--- src/hw/rtl/gauss_jordan_matrix_inverse_top_defines.svh ---
// Assertion macros used by the matrix inverter top level.
`ifndef GAUSS_JORDAN_MATRIX_INVERSE_TOP_DEFINES_SVH
`define GAUSS_JORDAN_MATRIX_INVERSE_TOP_DEFINES_SVH
`ifndef SYNTHESIS
`define GJINV_ASSERT_IMP(label, clk, rst_n, ante, cons) \
    label: assert property (@(posedge clk) disable iff (!(rst_n)) (ante) |-> (cons)) \
        else $error("assertion failed");
`define GJINV_ASSERT_NXT(label, clk, rst_n, ante, cons) \
    label: assert property (@(posedge clk) disable iff (!(rst_n)) (ante) |=> (cons)) \
        else $error("assertion failed");
`else
`define GJINV_ASSERT_IMP(label, clk, rst_n, ante, cons)
`define GJINV_ASSERT_NXT(label, clk, rst_n, ante, cons)
`endif
`endif

--- src/hw/rtl/gjinv_pkg.sv ---
// Shared types and constants of the matrix inverter.
`timescale 1ns / 1ps
package gjinv_pkg;

    localparam int DATA_W = 32;
    localparam int CFG_W  = 4;

    typedef enum logic [2:0] {
        WS_IN   = 3'd0,
        WS_ONE  = 3'd1,
        WS_ZERO = 3'd2,
        WS_RD   = 3'd3,
        WS_HOLD = 3'd4,
        WS_DIV  = 3'd5,
        WS_ELIM = 3'd6
    } t_wr_sel;

    typedef struct packed {
        logic    rd_en;
        logic    wr_en;
        t_wr_sel wr_sel;
        logic    latch_a;
        logic    piv_load;
        logic    pivot_load;
        logic    div_start;
        logic    fac_load;
        logic    mul_load;
        logic    out_load;
        logic    out_last;
        logic    out_sing;
    } t_dp_cmd;

    typedef struct packed {
        logic mag_gt;
        logic rd_zero;
        logic div_done;
    } t_dp_stat;

endpackage

--- src/hw/rtl/gjinv_ctrl.sv ---
// Controller: sequences loading, identity fill, pivot search, swap, normalize, eliminate and output.
`timescale 1ns / 1ps
module gjinv_ctrl #(
    parameter int MAX_N = 8
) (
    input  logic                              i_clk,
    input  logic                              i_rst_n,
    input  logic                              i_cfg_valid,
    input  logic [gjinv_pkg::CFG_W-1:0]       i_cfg_data,
    output logic                              o_cfg_ready,
    input  logic                              i_in_valid,
    output logic                              o_in_stall,
    input  logic                              i_out_stall,
    output logic                              o_out_valid,
    output gjinv_pkg::t_dp_cmd                o_cmd,
    output logic [$clog2(2*MAX_N*MAX_N)-1:0]  o_addr,
    input  gjinv_pkg::t_dp_stat               i_stat
);
    import gjinv_pkg::*;

    localparam int AW         = $clog2(2 * MAX_N * MAX_N);
    localparam int RW         = $clog2(MAX_N);
    localparam int CW         = $clog2(2 * MAX_N);
    localparam int NW         = $clog2(MAX_N + 1);
    localparam int ROW_STRIDE = 2 * MAX_N;
    localparam int RESET_N    = (8 > MAX_N) ? MAX_N : 8;

    typedef enum logic [21:0] {
        S_LOAD     = 22'(1) << 0,
        S_IDENT    = 22'(1) << 1,
        S_PV_ADDR  = 22'(1) << 2,
        S_PV_CMP   = 22'(1) << 3,
        S_SW_RA    = 22'(1) << 4,
        S_SW_RB    = 22'(1) << 5,
        S_SW_WA    = 22'(1) << 6,
        S_SW_WB    = 22'(1) << 7,
        S_PIV_RD   = 22'(1) << 8,
        S_PIV_CHK  = 22'(1) << 9,
        S_NM_RD    = 22'(1) << 10,
        S_NM_START = 22'(1) << 11,
        S_NM_WAIT  = 22'(1) << 12,
        S_EL_FRD   = 22'(1) << 13,
        S_EL_FLD   = 22'(1) << 14,
        S_EL_RA    = 22'(1) << 15,
        S_EL_RB    = 22'(1) << 16,
        S_EL_MUL   = 22'(1) << 17,
        S_EL_WR    = 22'(1) << 18,
        S_OUT_RD   = 22'(1) << 19,
        S_OUT_LD   = 22'(1) << 20,
        S_OUT_HOLD = 22'(1) << 21
    } t_state;

    t_state          r_state, n_state;
    logic [NW-1:0]   r_n, n_n;
    logic [RW-1:0]   r_i, n_i;
    logic [RW-1:0]   r_j, n_j;
    logic [RW-1:0]   r_best, n_best;
    logic [CW-1:0]   r_k, n_k;
    logic            r_sing, n_sing;
    logic            r_out_valid, n_out_valid;

    logic [RW-1:0]   w_last_row;
    logic [CW-1:0]   w_last_col;
    logic [RW-1:0]   w_best_nx;
    logic [CFG_W-1:0] w_cfg_n;

    function automatic logic [AW-1:0] cell_addr(input logic [RW-1:0] row,
                                                input logic [CW-1:0] col);
        cell_addr = AW'(row) * AW'(ROW_STRIDE) + AW'(col);
    endfunction

    assign w_last_row = RW'(r_n - NW'(1));
    assign w_last_col = CW'({r_n, 1'b0} - (NW+1)'(1));

    // A size of zero counts as one, and anything above the maximum as the maximum.
    always_comb begin
        if (i_cfg_data == '0) begin
            w_cfg_n = CFG_W'(1);
        end else if ({1'b0, i_cfg_data} > (CFG_W+1)'(MAX_N)) begin
            w_cfg_n = CFG_W'(MAX_N);
        end else begin
            w_cfg_n = i_cfg_data;
        end
    end

    // Strictly larger magnitude wins, so ties keep the row nearest the diagonal.
    assign w_best_nx = ((r_j == r_i) || i_stat.mag_gt) ? r_j : r_best;

    always_comb begin
        n_state     = r_state;
        n_n         = r_n;
        n_i         = r_i;
        n_j         = r_j;
        n_best      = r_best;
        n_k         = r_k;
        n_sing      = r_sing;
        n_out_valid = r_out_valid;
        o_cmd       = '0;
        o_cmd.wr_sel = WS_ZERO;
        o_addr      = '0;

        case (r_state)
            S_LOAD: begin
                if (i_cfg_valid) begin
                    n_n = NW'(w_cfg_n);
                    n_i = '0;
                    n_j = '0;
                end else if (i_in_valid) begin
                    o_cmd.wr_en  = 1'b1;
                    o_cmd.wr_sel = WS_IN;
                    o_addr       = cell_addr(r_i, CW'(r_j));
                    if (r_j == w_last_row) begin
                        n_j = '0;
                        if (r_i == w_last_row) begin
                            n_i     = '0;
                            n_state = S_IDENT;
                        end else begin
                            n_i = r_i + RW'(1);
                        end
                    end else begin
                        n_j = r_j + RW'(1);
                    end
                end
            end
            S_IDENT: begin
                n_sing       = 1'b0;
                o_cmd.wr_en  = 1'b1;
                o_cmd.wr_sel = (r_i == r_j) ? WS_ONE : WS_ZERO;
                o_addr       = cell_addr(r_i, CW'(r_n) + CW'(r_j));
                if (r_j == w_last_row) begin
                    n_j = '0;
                    if (r_i == w_last_row) begin
                        n_i     = '0;
                        n_state = S_PV_ADDR;
                    end else begin
                        n_i = r_i + RW'(1);
                    end
                end else begin
                    n_j = r_j + RW'(1);
                end
            end
            S_PV_ADDR: begin
                o_cmd.rd_en = 1'b1;
                o_addr      = cell_addr(r_j, CW'(r_i));
                n_state     = S_PV_CMP;
            end
            S_PV_CMP: begin
                o_cmd.piv_load = (r_j == r_i) || i_stat.mag_gt;
                n_best         = w_best_nx;
                if (r_j == w_last_row) begin
                    n_k     = '0;
                    n_state = (w_best_nx != r_i) ? S_SW_RA : S_PIV_RD;
                end else begin
                    n_j     = r_j + RW'(1);
                    n_state = S_PV_ADDR;
                end
            end
            S_SW_RA: begin
                o_cmd.rd_en = 1'b1;
                o_addr      = cell_addr(r_i, r_k);
                n_state     = S_SW_RB;
            end
            S_SW_RB: begin
                o_cmd.rd_en   = 1'b1;
                o_cmd.latch_a = 1'b1;
                o_addr        = cell_addr(r_best, r_k);
                n_state       = S_SW_WA;
            end
            S_SW_WA: begin
                o_cmd.wr_en  = 1'b1;
                o_cmd.wr_sel = WS_RD;
                o_addr       = cell_addr(r_i, r_k);
                n_state      = S_SW_WB;
            end
            S_SW_WB: begin
                o_cmd.wr_en  = 1'b1;
                o_cmd.wr_sel = WS_HOLD;
                o_addr       = cell_addr(r_best, r_k);
                if (r_k == w_last_col) begin
                    n_state = S_PIV_RD;
                end else begin
                    n_k     = r_k + CW'(1);
                    n_state = S_SW_RA;
                end
            end
            S_PIV_RD: begin
                o_cmd.rd_en = 1'b1;
                o_addr      = cell_addr(r_i, CW'(r_i));
                n_state     = S_PIV_CHK;
            end
            S_PIV_CHK: begin
                o_cmd.pivot_load = 1'b1;
                if (i_stat.rd_zero) begin
                    n_sing  = 1'b1;
                    n_i     = '0;
                    n_j     = '0;
                    n_state = S_OUT_RD;
                end else begin
                    n_k     = '0;
                    n_state = S_NM_RD;
                end
            end
            S_NM_RD: begin
                o_cmd.rd_en = 1'b1;
                o_addr      = cell_addr(r_i, r_k);
                n_state     = S_NM_START;
            end
            S_NM_START: begin
                o_cmd.div_start = 1'b1;
                n_state         = S_NM_WAIT;
            end
            S_NM_WAIT: begin
                if (i_stat.div_done) begin
                    o_cmd.wr_en  = 1'b1;
                    o_cmd.wr_sel = WS_DIV;
                    o_addr       = cell_addr(r_i, r_k);
                    if (r_k == w_last_col) begin
                        n_j     = '0;
                        n_state = S_EL_FRD;
                    end else begin
                        n_k     = r_k + CW'(1);
                        n_state = S_NM_RD;
                    end
                end
            end
            S_EL_FRD, S_EL_WR: begin
                if (r_state == S_EL_WR) begin
                    o_cmd.wr_en  = 1'b1;
                    o_cmd.wr_sel = WS_ELIM;
                    o_addr       = cell_addr(r_j, r_k);
                end else if (r_j != r_i) begin
                    o_cmd.rd_en = 1'b1;
                    o_addr      = cell_addr(r_j, CW'(r_i));
                end
                if ((r_state == S_EL_WR) && (r_k != w_last_col)) begin
                    n_k     = r_k + CW'(1);
                    n_state = S_EL_RA;
                end else if ((r_state == S_EL_FRD) && (r_j != r_i)) begin
                    n_state = S_EL_FLD;
                end else if (r_j == w_last_row) begin
                    // Column finished: move on to the next pivot column, or to output after the last one.
                    if (r_i == w_last_row) begin
                        n_i     = '0;
                        n_j     = '0;
                        n_state = S_OUT_RD;
                    end else begin
                        n_i     = r_i + RW'(1);
                        n_j     = r_i + RW'(1);
                        n_state = S_PV_ADDR;
                    end
                end else begin
                    n_j     = r_j + RW'(1);
                    n_state = S_EL_FRD;
                end
            end
            S_EL_FLD: begin
                o_cmd.fac_load = 1'b1;
                n_k            = CW'(r_i);
                n_state        = S_EL_RA;
            end
            S_EL_RA: begin
                o_cmd.rd_en = 1'b1;
                o_addr      = cell_addr(r_i, r_k);
                n_state     = S_EL_RB;
            end
            S_EL_RB: begin
                o_cmd.rd_en   = 1'b1;
                o_cmd.latch_a = 1'b1;
                o_addr        = cell_addr(r_j, r_k);
                n_state       = S_EL_MUL;
            end
            S_EL_MUL: begin
                o_cmd.mul_load = 1'b1;
                n_state        = S_EL_WR;
            end
            S_OUT_RD: begin
                o_cmd.rd_en = 1'b1;
                o_addr      = cell_addr(r_i, CW'(r_n) + CW'(r_j));
                n_state     = S_OUT_LD;
            end
            S_OUT_LD: begin
                o_cmd.out_load = 1'b1;
                o_cmd.out_last = (r_i == w_last_row) && (r_j == w_last_row);
                o_cmd.out_sing = r_sing;
                n_out_valid    = 1'b1;
                n_state        = S_OUT_HOLD;
            end
            S_OUT_HOLD: begin
                if (!i_out_stall) begin
                    n_out_valid = 1'b0;
                    if (r_j == w_last_row) begin
                        n_j = '0;
                        if (r_i == w_last_row) begin
                            n_i     = '0;
                            n_state = S_LOAD;
                        end else begin
                            n_i     = r_i + RW'(1);
                            n_state = S_OUT_RD;
                        end
                    end else begin
                        n_j     = r_j + RW'(1);
                        n_state = S_OUT_RD;
                    end
                end
            end
            default: begin
                n_state = S_LOAD;
            end
        endcase
    end

    always_ff @(posedge i_clk) begin
        if (!i_rst_n) begin
            r_state     <= S_LOAD;
            r_n         <= NW'(RESET_N);
            r_i         <= '0;
            r_j         <= '0;
            r_best      <= '0;
            r_k         <= '0;
            r_sing      <= 1'b0;
            r_out_valid <= 1'b0;
        end else begin
            r_state     <= n_state;
            r_n         <= n_n;
            r_i         <= n_i;
            r_j         <= n_j;
            r_best      <= n_best;
            r_k         <= n_k;
            r_sing      <= n_sing;
            r_out_valid <= n_out_valid;
        end
    end

    assign o_cfg_ready = (r_state == S_LOAD);
    assign o_in_stall  = (r_state != S_LOAD) || i_cfg_valid;
    assign o_out_valid = r_out_valid;
endmodule
--- config.mk ---
export PLATFORM = sky130hd
export DESIGN_NAME = gjinv_ctrl
export DESIGN_NICKNAME = d
export VERILOG_FILES = /design/src/hw/rtl/gauss_jordan_matrix_inverse_top_defines.svh /design/src/hw/rtl/gjinv_pkg.sv /design/src/hw/rtl/gjinv_ctrl.sv
export SDC_FILE = /design/constraint.sdc
export NUM_CORES = 1
export LEC_CHECK = 0
export BUFFER_PORTS_ARGS = -buffer_cell sky130_fd_sc_hd__buf_2
export CELL_PAD_IN_SITES_DETAIL_PLACEMENT = 1
export CELL_PAD_IN_SITES_GLOBAL_PLACEMENT = 1
export CORE_UTILIZATION = 40
export DETAILED_ROUTE_END_ITERATION = 8
export PLACE_DENSITY_LB_ADDON = 0.1
export RECOVER_POWER = 100
export SLEW_MARGIN = 30
export SYNTH_ARGS = -nofsm -noshare
export SYNTH_HDL_FRONTEND = slang
export SYNTH_SLANG_ARGS = --single-unit
--- constraint.sdc ---
create_clock -name i_clk -period 2.8 [get_ports i_clk]
set_input_delay 0.14 -clock i_clk [delete_from_list [all_inputs] [get_ports i_clk]]
set_output_delay 0.14 -clock i_clk [all_outputs]
set_load 0.05 [all_outputs]
==> flow_metrics.py <==
metrics = {
    "yosys": {
        "synth-simple-area-share_pct": 40.0,
        "synthAdderAreaFrac_pct": 3.32,
        "avgSynthCellArea_sq_um": 7.68,
        "yosysWarnings": 0,
        "synth_compound_area_share_pct": 18.5,
        "netlist_instances": 422,
        "ys_ff_latch": 41,
        "syn_nets": 442,
        "synth_cell_types": 67,
        "synth_top_area_share_pct": 25.3,
        "synthMuxAreaShare_pct": 2.47,
        "synth_xor_area_share_pct": 6.18,
        "synthesis.area_sq_mm": 0.00324,
        "ys_seq_area_share_pct": 25.3,
        "synth.largest_area_cell": "dfxtp_1",
        "synth_top_family_by_area": "simple AND/OR/NAND/NOR gates",
        "async_flop_share_pct": 0,
        "synth_edf_count": 0,
        "ys_top_cells_by_area": "dfxtp_1 25%, nor3_1 5.2%, nor2_1 5.2%",
        "ys.flop_type": "dfxtp_1",
    },
    "critical_path": {
        "path_buf_inv": 1,
        "critPathRequiredTime_ps": 2660,
        "critPathMaxFanout": 4,
        "slowest_stage": "or4_4",
        "crit_path_cell_trace": "or4_4, or4_4, nor2_4, a21oi_2, nand4b_1, a221o_1, buf_6",
        "cpPeakStageDelay_ps": 600,
        "crit_family": "simple AND/OR/NAND/NOR gates",
        "arrival_ps": 2660,
        "worstSetupStartpointType": "flop",
        "cpMostUsedCell": "or4_4",
        "worst-setup-path-type": "reg2out",
        "crit_path_end_kind": "primary output",
    },
    "detailed_routing": {
        "drt-initial-drc-count": 329,
        "route.detailed.drc": 0,
        "num_vias": 3927,
        "drt-pass1-iter-count": 5,
        "vias_per_cell": 6.32,
        "wl_per_cell_microns": 22.7,
        "drt-total-wl_microns": 14100,
        "final_antenna_net_count": 0,
    },
    "power_and_ir_drop": {
        "finalPower_mw": 1.19,
        "peakVddDrop_uv": 169,
        "power.leakage_nw": 2.03,
        "powerDensity_mw_per_mm2": 261,
    },
    "global_routing": {
        "grt.met2_usage_pct": 52.1,
        "grt-ovfl-total": 0,
        "grt_pass1_wl_microns": 21200,
        "use_met3_pct": 4.64,
        "use_met1_pct": 47.0,
        "top_usage_layer": "met2",
        "grt_max_degree": 27,
        "antenna_found_initial": 0,
        "first_global_vias": 3787,
        "globalRouteTotalUtil_pct": 33.0,
    },
    "timing": {
        "finalSetupViolCount": 1,
        "fmax_mhz": 357,
        "slew_violations": 0,
        "fin_hold_ws_ps": 98.0,
        "skew_ps": 7.55,
        "post-route-period-util_pct": 100,
        "finalHoldViolations": 0,
        "setup_slack_ps": -1.97,
        "period_minus_slack_ps": 2800,
        "rsz0062_at_grt": "yes",
        "tightest_slew_ps": 709,
        "relSlewSlack_pct": 52.1,
    },
    "clock_tree": {
        "cts.clk_slew.worst_paths_ps": 100,
        "clk-insertion-delay-late_ps": 310,
        "htreeDepth": 2,
        "cts_tree": "yes",
        "cts_buffer_depth": 2,
        "root_buffer": "clkbuf_8",
        "cts.sinks": 41,
        "cts-buffers-inserted": 5,
    },
    "cells_and_area": {
        "final_cell_mix": "74 x buf_4, 41 x nor2_1, 33 x dfxtp_1, 24 x buf_2",
        "fin_area_sq_mm": 0.00454,
        "nets": 538,
        "syn_to_final_growth_pct": 40.0,
        "drive_gt1_share_pct": 35.8,
        "layout_commonest_cell": "buf_4",
        "final_util_pct": 58.4,
        "final_cells": 621,
        "diodes": 0,
        "fillers": 951,
    },
    "place": {
        "dp_cells": 592,
        "placed_cell_area_sq_mm": 0.00390,
        "gp_congestion": 0.960,
        "hpwl_microns": 10400,
        "portBuffers": 35,
    },
    "run_status": {
        "status": "complete, but fails checks",
        "violations": "setup timing",
    },
    "worst_hold_path": {
        "holdCritPathClass": "in2reg",
    },
    "die": {
        "core_sq_mm": 0.00777,
        "ioPinCount": 36,
        "die_h_microns": 92.0,
        "die_area_sq_mm": 0.00847,
        "start_util_pct": 41.7,
        "core.rowCount": 32,
        "die_w_microns": 92.0,
    },
    "run": {
        "drv_cap": 0,
    },
}
## kinds of logic after synthesis
logic type	Yosys count
buf+inv	34
flops	41
xor+xnor	18
simple gates	232
compound gates	81
fa+ha+maj	8
mux	8
## layout make-up
| type | count | area, sq um | share of cell area [%] |
|---|---|---|---|
| clock buffers | 5 | 68.8 | 1.52 |
| clock inverters | 3 | 17.5 | 0.386 |
| inverters | 13 | 48.8 | 1.07 |
| multi-input cells | 347 | 2640 | 58.0 |
| flip-flops and latches | 41 | 838 | 18.5 |
| well taps | 102 | 128 | 2.81 |
| repair buffers | 110 | 803 | 17.7 |
## worst reg2reg max path: cells and delay by family (launching register included)
kind             cells  cell delay (ps)
AND/OR/NAND/NOR      5             1860
flip-flops           1              370
AO/OA/AOI/OAI        2              490
## per-layer routing
metal | share of wire (%) | wire length [microns] | vias up
met3 | 5.5 | 768 | 24
met2 | 46 | 6490 | 164
met1 | 46 | 6510 | 1955
met5 | 0 | 0 | -
met4 | 2.2 | 311 | 0
li1 | - | - | 1784
## through the flow
stage | setup TNS, ps | worst slack [ps]
global route | -442 | -72.9
floorplan | 0 | 31.2
detailed placement | -86.7 | -40.8
finish | -1.97 | -1.97
global placement | 0 | 2.70
CTS | -0.925 | -0.925
## registers in the layout, summed over array words and instances, names as in the netlist
| register | flops |
|---|---|
| r_k | 4 |
| o_out_valid | 1 |
| r_n | 4 |
| r_state | 22 |
| r_best | 3 |
| r_j | 3 |
| r_i | 3 |
| r_sing | 1 |
## worst paths after layout
| kind | startpoint | end | slack, ps | cells past startpoint |
|---|---|---|---|---|
| max reg2reg | r_state[0] | r_k[2] | 30 | 7 |
| max | r_state[0] | o_addr[2] | -2 | 7 |
| min | i_cfg_data[3] | r_n[3] | 100 | 3 |
| min reg2reg | r_n[3] | r_n[3] | 520 | 2 |
## synthesized netlist by cell type (all sizes together) (4+ instances only)
cell type and n:
dfxtp 41, xnor2 5, a22o 8, ha 7
o21a 4, nand2 24, a31oi 5, nand2b 10
o22ai 4, mux2i 8, nand4 14, buf 5
or4 8, nand3 14, a21o 8, and3 7
nor3 35, and4 5, nor2 45, or3 9
o21ai 7, or2 10, clkbuf 16, inv 12
xor2 10, nor2b 5, and2 8, a21oi 15
nor4 23
## repair_timing
item | in CTS | in global routing
hold endpoints to repair | 0 | 0
buffers inserted | 6 | 15
endpoints found under the setup margin | 14 | 21
cloned | 0 | 1
pin swaps | 14 | 26
hold buffers | 0 | 0
resized for setup | 44 | 53
## report_power, final
| group | internal, mW | leakage, nW | switching, mW |
|---|---|---|---|
| logic | 0.0637 | 1.65 | 0.104 |
| registers | 0.585 | 0.335 | 0.00541 |
| clock network | 0.173 | 0.0439 | 0.254 |
Note: power is estimated with default switching activity, not from simulation.
